<file path="config.mk">
export PLATFORM = sky130hd
export DESIGN_NAME = kernel_language_tokenizer
export DESIGN_NICKNAME = d
export VERILOG_FILES = /design/src/sv/klt_pkg.sv /design/src/sv/klt_front.sv /design/src/sv/klt_back.sv /design/src/sv/kernel_language_tokenizer.sv
export SDC_FILE = /design/constraint.sdc
export NUM_CORES = 1
export LEC_CHECK = 0
export BUFFER_PORTS_ARGS = -buffer_cell sky130_fd_sc_hd__buf_2
export CAP_MARGIN = 25
export CORE_MARGIN = 1.5
export CORE_UTILIZATION = 40
export CTS_CLUSTER_DIAMETER = 100
export CTS_CLUSTER_SIZE = 20
export DETAILED_ROUTE_END_ITERATION = 16
export RECOVER_POWER = 50
export SETUP_SLACK_MARGIN = 0.4
export SYNTH_ARGS = -nofsm -noshare
export SYNTH_HDL_FRONTEND = slang
export SYNTH_SLANG_ARGS = --single-unit
</file>
<file path="constraint.sdc">
create_clock -name clock -period 10.8 [get_ports clock]
set_clock_uncertainty 0.15 [all_clocks]
set_input_delay 0 -clock clock [delete_from_list [all_inputs] [get_ports clock]]
set_output_delay 0 -clock clock [all_outputs]
set_load 0.05 [all_outputs]
</file>
<file path="src/sv/klt_pkg.sv">
// ----------------------------------------------------------------------------
// klt_pkg: shared definitions for the kernel language tokenizer
// Scan modes, token kinds, error causes, character classes and keyword table.
// ----------------------------------------------------------------------------
package klt_pkg;

   // Default widths and queue depth
   localparam int KLT_POSITION_WIDTH = 16;
   localparam int KLT_LENGTH_WIDTH   = 8;
   localparam int KLT_QUEUE_DEPTH    = 4;
   // Most tokens one source byte can give rise to
   localparam int KLT_MAX_TOKENS     = 3;
   localparam int KLT_KEYWORDS       = 10;

   // Scanner modes (one byte of lookahead held as a mode)
   typedef enum logic [3:0] {
      MODE_IDLE,
      MODE_NUMBER,
      MODE_IDENT,
      MODE_COMMENT,
      MODE_SLASH,
      MODE_DOT,
      MODE_LESS,
      MODE_GREATER,
      MODE_EQUAL,
      MODE_BANG,
      MODE_HALT
   } mode_type;

   // Token kinds
   localparam logic [5:0] KIND_INT          = 6'd0;
   localparam logic [5:0] KIND_FLOAT        = 6'd1;
   localparam logic [5:0] KIND_IDENT        = 6'd2;
   localparam logic [5:0] KIND_KEYWORD_BASE = 6'd3;
   localparam logic [5:0] KIND_PLUS         = 6'd13;
   localparam logic [5:0] KIND_MINUS        = 6'd14;
   localparam logic [5:0] KIND_STAR         = 6'd15;
   localparam logic [5:0] KIND_SLASH        = 6'd16;
   localparam logic [5:0] KIND_PERCENT      = 6'd17;
   localparam logic [5:0] KIND_CARET        = 6'd18;
   localparam logic [5:0] KIND_TILDE        = 6'd19;
   localparam logic [5:0] KIND_LPAREN       = 6'd20;
   localparam logic [5:0] KIND_RPAREN       = 6'd21;
   localparam logic [5:0] KIND_LBRACE       = 6'd22;
   localparam logic [5:0] KIND_RBRACE       = 6'd23;
   localparam logic [5:0] KIND_LBRACKET     = 6'd24;
   localparam logic [5:0] KIND_RBRACKET     = 6'd25;
   localparam logic [5:0] KIND_COMMA        = 6'd26;
   localparam logic [5:0] KIND_SEMICOLON    = 6'd27;
   localparam logic [5:0] KIND_DOT          = 6'd28;
   localparam logic [5:0] KIND_AMPERSAND    = 6'd29;
   localparam logic [5:0] KIND_PIPE         = 6'd30;
   localparam logic [5:0] KIND_LT           = 6'd31;
   localparam logic [5:0] KIND_LE           = 6'd32;
   localparam logic [5:0] KIND_SHL          = 6'd33;
   localparam logic [5:0] KIND_GT           = 6'd34;
   localparam logic [5:0] KIND_GE           = 6'd35;
   localparam logic [5:0] KIND_SHR          = 6'd36;
   localparam logic [5:0] KIND_ASSIGN       = 6'd37;
   localparam logic [5:0] KIND_EQ           = 6'd38;
   localparam logic [5:0] KIND_NE           = 6'd39;
   localparam logic [5:0] KIND_EOF          = 6'd40;
   localparam logic [5:0] KIND_ERROR        = 6'd41;
   localparam logic [5:0] KIND_NONE         = 6'd63;

   // Error causes
   localparam logic [1:0] CAUSE_NONE    = 2'd0;
   localparam logic [1:0] CAUSE_UNKNOWN = 2'd1;
   localparam logic [1:0] CAUSE_BANG    = 2'd2;

   // Characters with a meaning of their own
   localparam logic [7:0] CHAR_NEWLINE    = 8'h0A;
   localparam logic [7:0] CHAR_TAB        = 8'h09;
   localparam logic [7:0] CHAR_CR         = 8'h0D;
   localparam logic [7:0] CHAR_SPACE      = 8'h20;
   localparam logic [7:0] CHAR_UNDERSCORE = 8'h5F;
   localparam logic [7:0] CHAR_SLASH      = 8'h2F;
   localparam logic [7:0] CHAR_DOT        = 8'h2E;
   localparam logic [7:0] CHAR_LESS       = 8'h3C;
   localparam logic [7:0] CHAR_GREATER    = 8'h3E;
   localparam logic [7:0] CHAR_EQUAL      = 8'h3D;
   localparam logic [7:0] CHAR_BANG       = 8'h21;

   function automatic logic is_digit(input logic [7:0] c);
      return (c >= 8'h30) && (c <= 8'h39);
   endfunction

   function automatic logic is_alpha(input logic [7:0] c);
      return ((c >= 8'h61) && (c <= 8'h7A)) || ((c >= 8'h41) && (c <= 8'h5A));
   endfunction

   function automatic logic is_space(input logic [7:0] c);
      return (c == CHAR_SPACE) || ((c >= CHAR_TAB) && (c <= CHAR_CR));
   endfunction

   function automatic logic is_ident_char(input logic [7:0] c);
      return is_alpha(c) || is_digit(c) || (c == CHAR_UNDERSCORE);
   endfunction

   // Single character operators; KIND_NONE when the byte is not one
   function automatic logic [5:0] single_op(input logic [7:0] c);
      logic [5:0] kind;
      kind = KIND_NONE;
      case (c)
         8'h2B:   kind = KIND_PLUS;
         8'h2D:   kind = KIND_MINUS;
         8'h2A:   kind = KIND_STAR;
         8'h25:   kind = KIND_PERCENT;
         8'h5E:   kind = KIND_CARET;
         8'h7E:   kind = KIND_TILDE;
         8'h28:   kind = KIND_LPAREN;
         8'h29:   kind = KIND_RPAREN;
         8'h7B:   kind = KIND_LBRACE;
         8'h7D:   kind = KIND_RBRACE;
         8'h5B:   kind = KIND_LBRACKET;
         8'h5D:   kind = KIND_RBRACKET;
         8'h2C:   kind = KIND_COMMA;
         8'h3B:   kind = KIND_SEMICOLON;
         8'h26:   kind = KIND_AMPERSAND;
         8'h7C:   kind = KIND_PIPE;
         default: kind = KIND_NONE;
      endcase
      return kind;
   endfunction

   // Keyword lengths
   function automatic logic [3:0] kw_len(input int k);
      logic [3:0] len;
      case (k)
         0:       len = 4'd6;
         1:       len = 4'd3;
         2:       len = 4'd5;
         3:       len = 4'd3;
         4:       len = 4'd2;
         5:       len = 4'd4;
         6:       len = 4'd6;
         7:       len = 4'd9;
         8:       len = 4'd8;
         9:       len = 4'd8;
         default: len = 4'd0;
      endcase
      return len;
   endfunction

   // Keyword byte at a position; zero beyond the end of the keyword
   function automatic logic [7:0] kw_byte(input int k, input logic [3:0] pos);
      logic [79:0] text;
      logic [3:0]  len;
      logic [7:0]  b;
      case (k)
         0:       text = 80'("kernel");
         1:       text = 80'("int");
         2:       text = 80'("float");
         3:       text = 80'("for");
         4:       text = 80'("if");
         5:       text = 80'("else");
         6:       text = 80'("return");
         7:       text = 80'("threadIdx");
         8:       text = 80'("blockIdx");
         9:       text = 80'("blockDim");
         default: text = '0;
      endcase
      len = kw_len(k);
      if (pos >= len) begin
         b = 8'd0;
      end else begin
         b = text[8 * (int'(len) - 1 - int'(pos)) +: 8];
      end
      return b;
   endfunction

endpackage

</file>
<file path="src/sv/klt_front.sv">
// ----------------------------------------------------------------------------
// klt_front: byte scanner
// Accepts one source byte per transaction, runs the lookahead scanner and
// pushes the tokens the byte completes as one bundle into the token queue.
// ----------------------------------------------------------------------------
module klt_front #(
   parameter int POSITION_WIDTH = klt_pkg::KLT_POSITION_WIDTH,
   parameter int LENGTH_WIDTH   = klt_pkg::KLT_LENGTH_WIDTH
) (
   input  logic                         clock,
   input  logic                         reset,
   // source byte transactions
   input  logic                         req_valid,
   output logic                         req_ready,
   input  logic [7:0]                   req_char_code,
   input  logic                         req_char_valid,
   input  logic                         req_end_of_source,
   // token bundle towards the queue
   output logic                         push_valid,
   input  logic                         push_ready,
   output logic [1:0]                   push_count,
   output logic [klt_pkg::KLT_MAX_TOKENS-1:0]
                [8+2*POSITION_WIDTH+LENGTH_WIDTH-1:0] push_tokens
);
   import klt_pkg::*;

   localparam int TOK_W = 8 + 2 * POSITION_WIDTH + LENGTH_WIDTH;
   localparam logic [POSITION_WIDTH-1:0] POS_MAX = '1;
   localparam logic [POSITION_WIDTH-1:0] POS_ONE = POSITION_WIDTH'(1);
   localparam logic [LENGTH_WIDTH-1:0]   LEN_MAX = '1;
   localparam logic [LENGTH_WIDTH-1:0]   LEN_ONE = LENGTH_WIDTH'(1);
   localparam logic [LENGTH_WIDTH-1:0]   LEN_TWO = LENGTH_WIDTH'(2);

   // scanner state
   mode_type                    mode_ff, mode_in;
   logic [POSITION_WIDTH-1:0]   line_ff, line_in;
   logic [POSITION_WIDTH-1:0]   col_ff, col_in;
   logic [POSITION_WIDTH-1:0]   sline_ff, sline_in;
   logic [POSITION_WIDTH-1:0]   scol_ff, scol_in;
   logic [LENGTH_WIDTH-1:0]     count_ff, count_in;
   logic                        dot_ff, dot_in;
   logic [KLT_KEYWORDS-1:0]     cand_ff, cand_in;

   // per byte working values
   logic                        accept;
   logic                        go_idle;
   logic                        adv;
   logic [7:0]                  c;
   logic [5:0]                  op;
   logic [1:0]                  n_tok;
   logic [KLT_MAX_TOKENS-1:0][TOK_W-1:0] toks;

   function automatic logic [TOK_W-1:0] tok_pack(
      input logic [5:0]                kind,
      input logic [POSITION_WIDTH-1:0] line,
      input logic [POSITION_WIDTH-1:0] col,
      input logic [LENGTH_WIDTH-1:0]   len,
      input logic [1:0]                cause
   );
      return {kind, line, col, len, cause};
   endfunction

   // drop keywords whose byte at this position differs
   function automatic logic [KLT_KEYWORDS-1:0] narrow(
      input logic [KLT_KEYWORDS-1:0] cand,
      input logic [LENGTH_WIDTH-1:0] count,
      input logic [7:0]              ch
   );
      logic [KLT_KEYWORDS-1:0] res;
      res = cand;
      for (int k = 0; k < KLT_KEYWORDS; k++) begin
         if (!((count < LENGTH_WIDTH'(kw_len(k))) && (kw_byte(k, count[3:0]) == ch))) begin
            res[k] = 1'b0;
         end
      end
      return res;
   endfunction

   // first surviving keyword of full length, else identifier
   function automatic logic [5:0] ident_kind(
      input logic [KLT_KEYWORDS-1:0] cand,
      input logic [LENGTH_WIDTH-1:0] count
   );
      logic [5:0] kind;
      kind = KIND_IDENT;
      for (int k = KLT_KEYWORDS - 1; k >= 0; k--) begin
         if (cand[k] && (count == LENGTH_WIDTH'(kw_len(k)))) begin
            kind = KIND_KEYWORD_BASE + 6'(k);
         end
      end
      return kind;
   endfunction

   assign req_ready   = push_ready;
   assign accept      = req_valid && req_ready;
   assign c           = req_char_code;
   assign op          = single_op(c);
   assign push_valid  = req_valid && (n_tok != 2'd0);
   assign push_count  = n_tok;
   assign push_tokens = toks;

   // next state and tokens for the byte on the input
   always_comb begin
      mode_in  = mode_ff;
      line_in  = line_ff;
      col_in   = col_ff;
      sline_in = sline_ff;
      scol_in  = scol_ff;
      count_in = count_ff;
      dot_in   = dot_ff;
      cand_in  = cand_ff;
      go_idle  = 1'b0;
      adv      = 1'b0;
      n_tok    = 2'd0;
      toks     = '0;

      if (req_char_valid) begin
         // pending mode decides on the lookahead byte
         case (mode_ff)
            MODE_HALT: begin
            end
            MODE_COMMENT: begin
               if (c == CHAR_NEWLINE) go_idle = 1'b1;
               else adv = 1'b1;
            end
            MODE_NUMBER: begin
               if (is_digit(c) || (c == CHAR_DOT)) begin
                  if (c == CHAR_DOT) dot_in = 1'b1;
                  if (count_ff != LEN_MAX) count_in = count_ff + LEN_ONE;
                  adv = 1'b1;
               end else begin
                  toks[n_tok] = tok_pack(dot_ff ? KIND_FLOAT : KIND_INT, sline_ff, scol_ff,
                                         count_ff, CAUSE_NONE);
                  n_tok = n_tok + 2'd1;
                  go_idle = 1'b1;
               end
            end
            MODE_IDENT: begin
               if (is_ident_char(c)) begin
                  cand_in = narrow(cand_ff, count_ff, c);
                  if (count_ff != LEN_MAX) count_in = count_ff + LEN_ONE;
                  adv = 1'b1;
               end else begin
                  toks[n_tok] = tok_pack(ident_kind(cand_ff, count_ff), sline_ff, scol_ff,
                                         count_ff, CAUSE_NONE);
                  n_tok = n_tok + 2'd1;
                  go_idle = 1'b1;
               end
            end
            MODE_SLASH: begin
               if (c == CHAR_SLASH) begin
                  mode_in = MODE_COMMENT;
                  adv = 1'b1;
               end else begin
                  toks[n_tok] = tok_pack(KIND_SLASH, sline_ff, scol_ff, LEN_ONE, CAUSE_NONE);
                  n_tok = n_tok + 2'd1;
                  go_idle = 1'b1;
               end
            end
            MODE_DOT: begin
               if (is_digit(c)) begin
                  mode_in = MODE_NUMBER;
                  dot_in = 1'b1;
                  if (count_ff != LEN_MAX) count_in = count_ff + LEN_ONE;
                  adv = 1'b1;
               end else begin
                  toks[n_tok] = tok_pack(KIND_DOT, sline_ff, scol_ff, LEN_ONE, CAUSE_NONE);
                  n_tok = n_tok + 2'd1;
                  go_idle = 1'b1;
               end
            end
            MODE_LESS: begin
               if ((c == CHAR_EQUAL) || (c == CHAR_LESS)) begin
                  toks[n_tok] = tok_pack((c == CHAR_EQUAL) ? KIND_LE : KIND_SHL,
                                         sline_ff, scol_ff, LEN_TWO, CAUSE_NONE);
                  n_tok = n_tok + 2'd1;
                  mode_in = MODE_IDLE;
                  adv = 1'b1;
               end else begin
                  toks[n_tok] = tok_pack(KIND_LT, sline_ff, scol_ff, LEN_ONE, CAUSE_NONE);
                  n_tok = n_tok + 2'd1;
                  go_idle = 1'b1;
               end
            end
            MODE_GREATER: begin
               if ((c == CHAR_EQUAL) || (c == CHAR_GREATER)) begin
                  toks[n_tok] = tok_pack((c == CHAR_EQUAL) ? KIND_GE : KIND_SHR,
                                         sline_ff, scol_ff, LEN_TWO, CAUSE_NONE);
                  n_tok = n_tok + 2'd1;
                  mode_in = MODE_IDLE;
                  adv = 1'b1;
               end else begin
                  toks[n_tok] = tok_pack(KIND_GT, sline_ff, scol_ff, LEN_ONE, CAUSE_NONE);
                  n_tok = n_tok + 2'd1;
                  go_idle = 1'b1;
               end
            end
            MODE_EQUAL: begin
               if (c == CHAR_EQUAL) begin
                  toks[n_tok] = tok_pack(KIND_EQ, sline_ff, scol_ff, LEN_TWO, CAUSE_NONE);
                  n_tok = n_tok + 2'd1;
                  mode_in = MODE_IDLE;
                  adv = 1'b1;
               end else begin
                  toks[n_tok] = tok_pack(KIND_ASSIGN, sline_ff, scol_ff, LEN_ONE, CAUSE_NONE);
                  n_tok = n_tok + 2'd1;
                  go_idle = 1'b1;
               end
            end
            MODE_BANG: begin
               if (c == CHAR_EQUAL) begin
                  toks[n_tok] = tok_pack(KIND_NE, sline_ff, scol_ff, LEN_TWO, CAUSE_NONE);
                  n_tok = n_tok + 2'd1;
                  mode_in = MODE_IDLE;
                  adv = 1'b1;
               end else begin
                  // lone '!': error, lookahead byte dropped
                  toks[n_tok] = tok_pack(KIND_ERROR, sline_ff, scol_ff, LEN_ONE, CAUSE_BANG);
                  n_tok = n_tok + 2'd1;
                  mode_in = MODE_HALT;
               end
            end
            default: begin
               go_idle = 1'b1;
            end
         endcase

         // byte seen between tokens
         if (go_idle) begin
            mode_in = MODE_IDLE;
            if (is_space(c)) begin
               adv = 1'b1;
            end else if (is_digit(c)) begin
               mode_in = MODE_NUMBER;
               dot_in  = 1'b0;
            end else if (is_alpha(c) || (c == CHAR_UNDERSCORE)) begin
               mode_in = MODE_IDENT;
               cand_in = narrow('1, '0, c);
            end else if (c == CHAR_SLASH) begin
               mode_in = MODE_SLASH;
            end else if (c == CHAR_DOT) begin
               mode_in = MODE_DOT;
            end else if (c == CHAR_LESS) begin
               mode_in = MODE_LESS;
            end else if (c == CHAR_GREATER) begin
               mode_in = MODE_GREATER;
            end else if (c == CHAR_EQUAL) begin
               mode_in = MODE_EQUAL;
            end else if (c == CHAR_BANG) begin
               mode_in = MODE_BANG;
            end else if (op == KIND_NONE) begin
               toks[n_tok] = tok_pack(KIND_ERROR, line_ff, col_ff, LEN_ONE, CAUSE_UNKNOWN);
               n_tok = n_tok + 2'd1;
               mode_in = MODE_HALT;
            end else begin
               toks[n_tok] = tok_pack(op, line_ff, col_ff, LEN_ONE, CAUSE_NONE);
               n_tok = n_tok + 2'd1;
               adv = 1'b1;
            end
            // a pending mode starts a token here
            if ((mode_in != MODE_IDLE) && (mode_in != MODE_HALT)) begin
               sline_in = line_ff;
               scol_in  = col_ff;
               count_in = LEN_ONE;
               adv      = 1'b1;
            end
         end

         // position update, saturating
         if (adv) begin
            if (c == CHAR_NEWLINE) begin
               if (line_ff != POS_MAX) line_in = line_ff + POS_ONE;
               col_in = POS_ONE;
            end else if (col_ff != POS_MAX) begin
               col_in = col_ff + POS_ONE;
            end
         end
      end

      // end of source: flush pending token, then eof unless halted or on a lone '!', then back to reset
      if (req_end_of_source) begin
         case (mode_in)
            MODE_NUMBER: begin
               toks[n_tok] = tok_pack(dot_in ? KIND_FLOAT : KIND_INT, sline_in, scol_in,
                                      count_in, CAUSE_NONE);
               n_tok = n_tok + 2'd1;
            end
            MODE_IDENT: begin
               toks[n_tok] = tok_pack(ident_kind(cand_in, count_in), sline_in, scol_in,
                                      count_in, CAUSE_NONE);
               n_tok = n_tok + 2'd1;
            end
            MODE_SLASH: begin
               toks[n_tok] = tok_pack(KIND_SLASH, sline_in, scol_in, LEN_ONE, CAUSE_NONE);
               n_tok = n_tok + 2'd1;
            end
            MODE_DOT: begin
               toks[n_tok] = tok_pack(KIND_DOT, sline_in, scol_in, LEN_ONE, CAUSE_NONE);
               n_tok = n_tok + 2'd1;
            end
            MODE_LESS: begin
               toks[n_tok] = tok_pack(KIND_LT, sline_in, scol_in, LEN_ONE, CAUSE_NONE);
               n_tok = n_tok + 2'd1;
            end
            MODE_GREATER: begin
               toks[n_tok] = tok_pack(KIND_GT, sline_in, scol_in, LEN_ONE, CAUSE_NONE);
               n_tok = n_tok + 2'd1;
            end
            MODE_EQUAL: begin
               toks[n_tok] = tok_pack(KIND_ASSIGN, sline_in, scol_in, LEN_ONE, CAUSE_NONE);
               n_tok = n_tok + 2'd1;
            end
            MODE_BANG: begin
               toks[n_tok] = tok_pack(KIND_ERROR, sline_in, scol_in, LEN_ONE, CAUSE_BANG);
               n_tok = n_tok + 2'd1;
            end
            default: begin
            end
         endcase
         if ((mode_in != MODE_HALT) && (mode_in != MODE_BANG)) begin
            toks[n_tok] = tok_pack(KIND_EOF, line_in, col_in, '0, CAUSE_NONE);
            n_tok = n_tok + 2'd1;
         end
         mode_in  = MODE_IDLE;
         line_in  = POS_ONE;
         col_in   = POS_ONE;
         sline_in = POS_ONE;
         scol_in  = POS_ONE;
         count_in = '0;
         dot_in   = 1'b0;
         cand_in  = '1;
      end
   end

   // scanner state registers
   always_ff @(posedge clock) begin
      if (reset) begin
         mode_ff  <= MODE_IDLE;
         line_ff  <= POS_ONE;
         col_ff   <= POS_ONE;
         sline_ff <= POS_ONE;
         scol_ff  <= POS_ONE;
         count_ff <= '0;
         dot_ff   <= 1'b0;
         cand_ff  <= '1;
      end else if (accept) begin
         mode_ff  <= mode_in;
         line_ff  <= line_in;
         col_ff   <= col_in;
         sline_ff <= sline_in;
         scol_ff  <= scol_in;
         count_ff <= count_in;
         dot_ff   <= dot_in;
         cand_ff  <= cand_in;
      end
   end

endmodule

</file>
<file path="src/sv/klt_back.sv">
// ----------------------------------------------------------------------------
// klt_back: token queue and output serialiser
// Holds bundles of up to three tokens and hands them out one token per
// transaction, marking the last token of each bundle.
// ----------------------------------------------------------------------------
module klt_back #(
   parameter int POSITION_WIDTH = klt_pkg::KLT_POSITION_WIDTH,
   parameter int LENGTH_WIDTH   = klt_pkg::KLT_LENGTH_WIDTH,
   parameter int QUEUE_DEPTH    = klt_pkg::KLT_QUEUE_DEPTH
) (
   input  logic                      clock,
   input  logic                      reset,
   // token bundle from the scanner
   input  logic                      push_valid,
   output logic                      push_ready,
   input  logic [1:0]                push_count,
   input  logic [klt_pkg::KLT_MAX_TOKENS-1:0]
                [8+2*POSITION_WIDTH+LENGTH_WIDTH-1:0] push_tokens,
   // token transactions
   output logic                      rsp_valid,
   input  logic                      rsp_ready,
   output logic [5:0]                rsp_token_kind,
   output logic [POSITION_WIDTH-1:0] rsp_start_line,
   output logic [POSITION_WIDTH-1:0] rsp_start_column,
   output logic [LENGTH_WIDTH-1:0]   rsp_token_length,
   output logic [1:0]                rsp_error_cause,
   output logic                      rsp_last_of_run
);
   import klt_pkg::*;

   localparam int TOK_W = 8 + 2 * POSITION_WIDTH + LENGTH_WIDTH;
   localparam int PTR_W = (QUEUE_DEPTH > 1) ? $clog2(QUEUE_DEPTH) : 1;
   localparam logic [PTR_W:0]   FILL_FULL = (PTR_W + 1)'(QUEUE_DEPTH);
   localparam logic [PTR_W-1:0] PTR_LAST  = PTR_W'(QUEUE_DEPTH - 1);

   // bundle storage
   logic [KLT_MAX_TOKENS-1:0][TOK_W-1:0] tok_mem [QUEUE_DEPTH];
   logic [1:0]                           cnt_mem [QUEUE_DEPTH];

   logic [PTR_W-1:0] wr_ptr_ff, wr_ptr_in;
   logic [PTR_W-1:0] rd_ptr_ff, rd_ptr_in;
   logic [PTR_W:0]   fill_ff, fill_in;
   logic [1:0]       idx_ff, idx_in;

   logic             push;
   logic             take;
   logic             pop;
   logic             last_tok;
   logic [TOK_W-1:0] head_tok;

   assign push_ready = (fill_ff != FILL_FULL);
   assign push       = push_valid && push_ready;
   assign rsp_valid  = (fill_ff != '0);
   assign take       = rsp_valid && rsp_ready;
   assign last_tok   = (2'(idx_ff + 2'd1) == cnt_mem[rd_ptr_ff]);
   assign pop        = take && last_tok;

   // head token onto the ports
   assign head_tok         = tok_mem[rd_ptr_ff][idx_ff];
   assign rsp_token_kind   = head_tok[TOK_W-1 -: 6];
   assign rsp_start_line   = head_tok[TOK_W-7 -: POSITION_WIDTH];
   assign rsp_start_column = head_tok[TOK_W-7-POSITION_WIDTH -: POSITION_WIDTH];
   assign rsp_token_length = head_tok[LENGTH_WIDTH+1:2];
   assign rsp_error_cause  = head_tok[1:0];
   assign rsp_last_of_run  = last_tok;

   // pointer and fill bookkeeping
   always_comb begin
      wr_ptr_in = wr_ptr_ff;
      rd_ptr_in = rd_ptr_ff;
      fill_in   = fill_ff;
      idx_in    = idx_ff;
      if (push) begin
         wr_ptr_in = (wr_ptr_ff == PTR_LAST) ? '0 : wr_ptr_ff + PTR_W'(1);
      end
      if (take) begin
         idx_in = pop ? 2'd0 : idx_ff + 2'd1;
      end
      if (pop) begin
         rd_ptr_in = (rd_ptr_ff == PTR_LAST) ? '0 : rd_ptr_ff + PTR_W'(1);
      end
      if (push && !pop) fill_in = fill_ff + (PTR_W + 1)'(1);
      else if (!push && pop) fill_in = fill_ff - (PTR_W + 1)'(1);
   end

   always_ff @(posedge clock) begin
      if (reset) begin
         wr_ptr_ff <= '0;
         rd_ptr_ff <= '0;
         fill_ff   <= '0;
         idx_ff    <= 2'd0;
      end else begin
         wr_ptr_ff <= wr_ptr_in;
         rd_ptr_ff <= rd_ptr_in;
         fill_ff   <= fill_in;
         idx_ff    <= idx_in;
      end
   end

   // bundle write
   always_ff @(posedge clock) begin
      if (push) begin
         tok_mem[wr_ptr_ff] <= push_tokens;
         cnt_mem[wr_ptr_ff] <= push_count;
      end
   end

endmodule

</file>
<file path="src/sv/kernel_language_tokenizer.sv">
// ----------------------------------------------------------------------------
// kernel_language_tokenizer: streaming tokenizer for a small kernel language
// Turns a byte stream into tokens with kind, start position and length.
//
//   Channel  Direction  Transaction
//   req_     in         one source byte, or a bare end marker
//   rsp_     out        one token; last_of_run closes the tokens of one byte
//
// One byte is accepted per cycle; the scanner decides on a single byte of
// lookahead in the cycle of acceptance. A byte yields up to three tokens, and
// the output hands out one token per cycle while rsp_ready is high, so bursts
// drain from the queue at that rate. With the queue empty, the first token of
// a byte is on rsp_ in the cycle after acceptance. Reset is synchronous; it
// returns to line 1, column 1. req_ready falls only while the queue is full.
// ----------------------------------------------------------------------------
module kernel_language_tokenizer #(
   parameter int POSITION_WIDTH = klt_pkg::KLT_POSITION_WIDTH,
   parameter int LENGTH_WIDTH   = klt_pkg::KLT_LENGTH_WIDTH,
   parameter int QUEUE_DEPTH    = klt_pkg::KLT_QUEUE_DEPTH
) (
   input  logic                      clock,
   input  logic                      reset,
   input  logic                      req_valid,
   output logic                      req_ready,
   input  logic [7:0]                req_char_code,
   input  logic                      req_char_valid,
   input  logic                      req_end_of_source,
   output logic                      rsp_valid,
   input  logic                      rsp_ready,
   output logic [5:0]                rsp_token_kind,
   output logic [POSITION_WIDTH-1:0] rsp_start_line,
   output logic [POSITION_WIDTH-1:0] rsp_start_column,
   output logic [LENGTH_WIDTH-1:0]   rsp_token_length,
   output logic [1:0]                rsp_error_cause,
   output logic                      rsp_last_of_run
);
   import klt_pkg::*;

   localparam int TOK_W = 8 + 2 * POSITION_WIDTH + LENGTH_WIDTH;

   logic                                 push_valid;
   logic                                 push_ready;
   logic [1:0]                           push_count;
   logic [KLT_MAX_TOKENS-1:0][TOK_W-1:0] push_tokens;

   // scanner
   klt_front #(
      .POSITION_WIDTH (POSITION_WIDTH),
      .LENGTH_WIDTH   (LENGTH_WIDTH)
   ) u_front (
      .clock             (clock),
      .reset             (reset),
      .req_valid         (req_valid),
      .req_ready         (req_ready),
      .req_char_code     (req_char_code),
      .req_char_valid    (req_char_valid),
      .req_end_of_source (req_end_of_source),
      .push_valid        (push_valid),
      .push_ready        (push_ready),
      .push_count        (push_count),
      .push_tokens       (push_tokens)
   );

   // token queue and output
   klt_back #(
      .POSITION_WIDTH (POSITION_WIDTH),
      .LENGTH_WIDTH   (LENGTH_WIDTH),
      .QUEUE_DEPTH    (QUEUE_DEPTH)
   ) u_back (
      .clock            (clock),
      .reset            (reset),
      .push_valid       (push_valid),
      .push_ready       (push_ready),
      .push_count       (push_count),
      .push_tokens      (push_tokens),
      .rsp_valid        (rsp_valid),
      .rsp_ready        (rsp_ready),
      .rsp_token_kind   (rsp_token_kind),
      .rsp_start_line   (rsp_start_line),
      .rsp_start_column (rsp_start_column),
      .rsp_token_length (rsp_token_length),
      .rsp_error_cause  (rsp_error_cause),
      .rsp_last_of_run  (rsp_last_of_run)
   );

endmodule
</file>
# == Word-level counts from Yosys, hierarchy flattened ==
# Memories as Yosys holds them, arrays and structs flattened. A register that Yosys moved wholly into a read port is not among the register bits.
# Cells that the tools add are included.
# word_totals
register_bits,96
ramBits,584
input_bits,14
output_inout_bits,51
wordCells,764
n_memories,2
# memory_table
memory,words,word_bits,rd,rd_clocked_by_memory_dff,write_ports,line_no,source
u_back.tok_mem,4,144,1,1,1,klt_back.sv:37,logic [KLT_MAX_TOKENS-1:0][TOK_W-1:0] tok_mem [QUEUE_DEPTH];
u_back.cnt_mem,4,2,1,1,1,klt_back.sv:38,logic [1:0] cnt_mem [QUEUE_DEPTH];
# classes
n_addsub,32
magnitude_cmp,43
eq_ne,88
n_shift,20
n_mux,493
n_reduce_logical,74
# op_table
operator,n
80-bit two-way mux,80
144-bit two-way mux,15
144-bit bitwise mux,11
80-bit by 32-bit variable part select with 8-bit output,18
144-bit case mux with 8 select lines,1
8-bit two-way mux,108
4-bit two-way mux,132
48-bit two-way mux,9
48-bit case mux with 8 select lines,1
48-bit demux with 2-bit select,3
16-bit two-way mux,18
29-bit by 5-bit subtractor with 29-bit output,7
8-bit == test,20
80-bit by 8-bit variable part select with 8-bit output,2
8-bit by 6-bit == test with 1-bit output (second input constant),16
8-bit by 4-bit == test with 1-bit output,14
48-bit binary-select mux with 2-bit select,1
6-bit case mux with 16 select lines,1
47-bit two-way mux,2
10-bit two-way mux,8
4-bit by 1-bit subtractor with 5-bit output (second input constant),14
1-bit two-way mux,67
8-bit by 7-bit == test with 1-bit output (second input constant),8
1-bit logical AND,56
48 further kinds,138

# == Longest topological paths before layout ==
# logic_depth
depth_word,45
mapped_depth,26
ltp_nobuf,22

# == Modules after synthesis ==
# From an unflattened synthesis, not the netlist that was laid out.
# unflattened
cells_unflattened,2895
area_unflattened_um2,35285.1
# modules_own_cells
module,instances,cells_each,area_per_inst_um2,seq_area_each_um2
klt_back,1,993,22621.7,17757.0
klt_front,1,1902,12663.4,1741.7

# == Worst setup path before layout ==
# No wires, ideal clock.
# synth_timing
path_type,flip-flop to flip-flop
start,register u_front.mode_ff[1]
end,memory u_back.cnt_mem[0][0] (enable)
setup_ns,0.523
arrival_ns,7.220
required_ns,10.127
path_slack_ns,2.907
path_stages_with_launch,19
n_path_buf,2
synth_period_minus_slack_ns,7.893
path_cell_list,dfxtp_1 > clkbuf_1 > nand2b_1 > a211oi_2 > a31o_1 > or4_1 > buf_6 > o2111ai_1 > mux2i_1 > nor2_1 > inv_1 > ha_1 > a21oi_1 > ha_1 > nand2b_1 > a211oi_1 > o21ai_1 > nand2_1 > and2_1
# synth_via
elab_chain_cells,27
word_cells_on_any_way,59
classes_between,3 x add/sub; 20 x eq/ne; 29 x mux; 7 x reduce/logical
# synth_lines
element,line_no,source
from (decl),klt_front.sv:35,"mode_type mode_ff, mode_in;"
from (signal assigned),klt_front.sv:347,mode_ff <= mode_in;
4-bit by 3-bit == test with 1-bit output / 4-bit == test (equally long branches),klt_front.sv:119,case (mode_ff)
4-bit OR reduction (no source line),--,
2-bit case mux with 5 select lines,klt_front.sv:119,
2-bit two-way mux,klt_front.sv:117,if (req_char_valid) begin
2-bit by 1-bit adder with 2-bit output,"klt_front.sv:253, klt_front.sv:257",
2-bit two-way mux,klt_front.sv:249,end else if (c == CHAR_BANG) begin
2-bit two-way mux,klt_front.sv:247,end else if (c == CHAR_EQUAL) begin
2-bit two-way mux,klt_front.sv:245,end else if (c == CHAR_GREATER) begin
[... 12 more ...],--,
2-bit two-way mux,klt_front.sv:320,if ((mode_in != MODE_HALT) && (mode_in != MODE_BANG)) begin
2-bit two-way mux (*),klt_front.sv:281,if (req_end_of_source) begin
2-bit nonzero test (*),klt_front.sv:98,assign push_valid = req_valid && (n_tok != 2'd0);
1-bit logical AND (*),klt_front.sv:98,
1-bit logical AND (*),klt_back.sv:52,assign push = push_valid && push_ready;
named net u_back.push,klt_back.sv:45,logic push;
1-bit two-way mux (*),klt_back.sv:102,if (push) begin
1-bit two-way mux (implied by the code) (*),klt_back.sv:104,cnt_mem[wr_ptr_ff] <= push_count;
to (decl),klt_back.sv:38,
# Mark *: on every way through the listed nets, which the timed path passes. The rest lies on a longest branch. The select of a mux whose other input is x is not followed.

==> flow_summary_export.csv <==
group,metric,value,unit
placement,dp_hpwl,67800,µm
sta,max_freq,119,MHz
route,avgViaCountPerCell,6.28,
cts,clockBufferDepth,3,
logic_synthesis,async_flop_share,0,%
cts,clk_pin_slew,90,ps
logic_synthesis,synth_edf_count,580,
power_and_ir_drop,p_sw,2.96,mW
layout,nets,2720,
sta,final_hold_viol_count,0,
layout,final_common_cell,"edfxtp_1",
logic_synthesis,ys_types,116,
route,ant_nets,0,
sta,min_period_over_period,78.1,%
floorplanning,die_w,296,µm
grt,grt_first_pass_wirelength,156000,µm
sta,fin_crit,8430,ps
floorplanning,fp.dieArea,87700,µm²
route,drcViolationCount,0,
sta,relSlewSlack,-157,%
route,wl_per_cell,27.3,µm
outcome,violations,"capacitance limit, slew limit",
setup_path,crit_fanout,23,
grt,grt-ovfl-total,0,
logic_synthesis,synth_area_leaders,"edfxtp_1 (51%), mux4_2 (9.5%), dfxtp_1 (5.7%)",
cts,h-tree-depth,2,
setup_path,start_kind,"register",
flow_run,maxCapViolations,18,
route,dr.pass1.iters,6,
hold_path,worstHoldPathCells,4,
setup_path,r2r-end,"u_back.tok_mem[1][17]",
layout,syn2layout_area_growth,6.07,%
floorplanning,start_util,40.4,%
route,vias,24200,
power_and_ir_drop,power.leakage,11.1,nW
hold_path,hold_path_class,"input port to register",
logic_synthesis,syn_nets,2795,
cts,cts-root-buf,"clkbuf_16",
route,drt-initial-drc-count,2739,
grt,grt_max_degree,92,
logic_synthesis,syn-cell-area,34400,µm²
power_and_ir_drop,seqPwrFrac,44.7,%
power_and_ir_drop,p_int,4.95,mW
layout,final_cell_mix,"edfxtp_1 (580), nor2_1 (236), nand2_1 (202)",
layout,antenna_cells,0,
sta,setup_viol,0,
placement,place.gp.congestion,0.928,
sta,rsz0062_at_grt,"false",
setup_path,end_kind,"register",
power_and_ir_drop,comb_power_share,35.7,%
grt,track_usage,23.7,%
logic_synthesis,yosys_warnings,0,
sta,fin_tns_setup,0,ps
logic_synthesis,yosys_most_used_dff,"edfxtp_1",
power_and_ir_drop,powerDensity,217,nW/µm²
logic_synthesis,netlist_instances,2753,
logic_synthesis,yosys.area.top_type,"edfxtp_1",
outcome,outcome,"complete, but fails checks",
cts,cts_resized,0,
grt,antenna_found_initial,0,
logic_synthesis,yosysSeqAreaShare,56.3,%
floorplanning,pin_count,65,
floorplanning,rows,107,
route,routed_wl,105000,µm
power_and_ir_drop,finalPower,7.91,mW
power_and_ir_drop,swShare,37.4,%
hold_path,hold_end,"u_back.tok_mem[2][43]",
cts,clkLatencyLatePin,610,ps
layout,drive_gt1_share,11.4,%
setup_path,path_class,"register to register",
placement,port_buffers,64,
sta,max_slew.worst_pin.slew,3850,ps
logic_synthesis,yosysTopAreaCellShare,50.6,%
setup_path,reg2regPathDepth,14,
floorplanning,core-area,85100,µm²
power_and_ir_drop,pwr-share-clk,19.6,%
cts,numCtsBuffers,39,
grt,grt_pass1_vias,23500,
sta,slew_viol_final,622,
setup_path,ff2ff_setup_slack,2370,ps
floorplanning,die_h,296,µm
setup_path,r2r-start,"u_front.mode_ff[3]",
hold_path,worstHoldStart,"req_char_valid",
power_and_ir_drop,peakVddDrop,0.195,mV
logic_synthesis,syn_avg_cell_area,12.5,µm²
setup_path,critPathRequiredTime,10950,ps
cts,clkSinkCount,678,
logic_synthesis,synth-seq-cells,678,
setup_path,crit_arrival,8580,ps
cts,cts_tree,"yes",
cells by family (layout without fill, tap and decap cells):
kind of cell | Yosys count | count (layout) | synth area share (%)
XOR/XNOR | 48 | 48 | 1.30
adder cells (fa/ha/maj) | 28 | 28 | 1.04
flip-flops | 678 | 678 | 56.3
AND/OR/NAND/NOR | 803 | 803 | 11.5
AO/OA/AOI/OAI | 681 | 681 | 14.1
multiplexers | 243 | 243 | 12.4
buffers and inverters | 272 | 227 | 3.35
cells in the mapped netlist (9+ instances only):
cell type / count
edfxtp_1: 580
nor2_1: 238
nand2_1: 202
mux4_2: 145
o21ai_0: 145
clkbuf_1: 142
a21oi_1: 99
dfxtp_1: 98
mux2i_1: 88
nand3_1: 84
a22oi_1: 74
nor3_1: 59
o22ai_1: 45
buf_2: 37
buf_1: 36
nand2b_1: 36
inv_1: 35
a221oi_1: 34
xnor2_1: 33
ha_1: 27
nand4_1: 27
nor2b_1: 26
o21ai_1: 25
a31oi_1: 23
a221oi_2: 21
a2bb2oi_1: 21
and3_1: 21
a211oi_1: 19
and2_1: 19
nor4_1: 17
o211ai_1: 16
o22a_1: 13
xor2_1: 13
buf_4: 12
a31o_2: 11
o31ai_1: 11
or2_2: 11
a21o_1: 10
mux2_2: 10
or3_1: 10
a21oi_2: 9
metrics by stage:
step	hold slack (ps)	std cells	area (µm²)	util, %	setup WS, ps
6_report	88.6	3852	36500	42.8	2370
5_1_grt	104	3852	36500	42.8	1820
2_1_floorplan	82.6	2753	34400	-	2910
4_1_cts	50.6	3849	36800	43.2	3490
3_3_place_gp	231	3773	35600	41.8	3540
3_5_place_dp	238	3774	35600	41.8	3400
cell type report:
type,instances,area (µm²)
clock buffer,69,1110
multi-input combinational,1803,13700
tap,1144,1430
clock inverter,2,25.0
fill,7954,48700
inverter,39,146
timing repair buffer,117,689
sequential,678,19400
state kept, by name, summed over array words and instances, names as in the netlist, named ones only:
name              count
u_back.rd_ptr_ff      2
u_front.col_ff       16
u_front.dot_ff        1
u_front.count_ff      8
u_back.idx_ff         2
u_back.wr_ptr_ff      2
u_front.mode_ff       4
u_front.line_ff      16
u_back.cnt_mem        8
u_back.tok_mem      572
u_front.cand_ff      10
u_back.fill_ff        3
u_front.sline_ff     16
u_front.scol_ff      16
layer usage:
metal  part of all wire [%]  vias to the layer above  wire length, µm  track usage (%)
met1                     41                    12400            43500             31.4
met5                      0                        -                0                0
met4                    3.9                        0             4130             8.45
met3                    5.1                      206             5410             2.11
li1                       -                    10600                -                -
met2                     50                      979            52100             40.6
worst max-delay path: stages (launching register included):
cell,delay (ps)
dfxtp_1,670
nand2b_1,290
a211oi_1,180
a31o_1,280
nor4_1,630
nand2_1,520
a311oi_4,950
nand3_1,340
and3_1,400
xnor2_1,250
inv_1,100
ha_1,320
o21ai_0,480
nand3_1,1550
o21ai_0,980
worst max-delay path by stage:
| stage | slack (ps) | end | from | cells after the start |
|---|---|---|---|---|
| after floorplan | 2910 | u_back.cnt_mem[0][0] | u_front.mode_ff[1] | 18 |
| after global placement | 3540 | u_back.tok_mem[3][3] | req_char_code[1] | 17 |
| after detailed placement | 3400 | u_back.tok_mem[3][3] | req_char_code[1] | 17 |
| after CTS | 3490 | u_back.tok_mem[3][99] | u_front.mode_ff[0] | 16 |
| after global routing | 1820 | u_back.tok_mem[0][29] | u_front.mode_ff[3] | 14 |
| final | 2370 | u_back.tok_mem[1][17] | u_front.mode_ff[3] | 14 |
power groups by stage:
| stage | combinational, mW | clock (mW) | sequential [mW] |
|---|---|---|---|
| 2_1_floorplan | 2.04 | 0 | 3.58 |
| 3_3_place_gp | 2.84 | 0 | 3.57 |
| 3_5_place_dp | 2.88 | 0 | 3.60 |
| 4_1_cts | 2.89 | 1.58 | 3.54 |
| 5_1_grt | 2.99 | 1.66 | 3.58 |
| 6_report | 2.82 | 1.55 | 3.54 |
repair_timing:
action,4_1_cts,5_1_grt
hold endpoints to repair,39,0
buffers inserted,0,0
hold buffers,4,0
(Power assumes the default switching activity.)
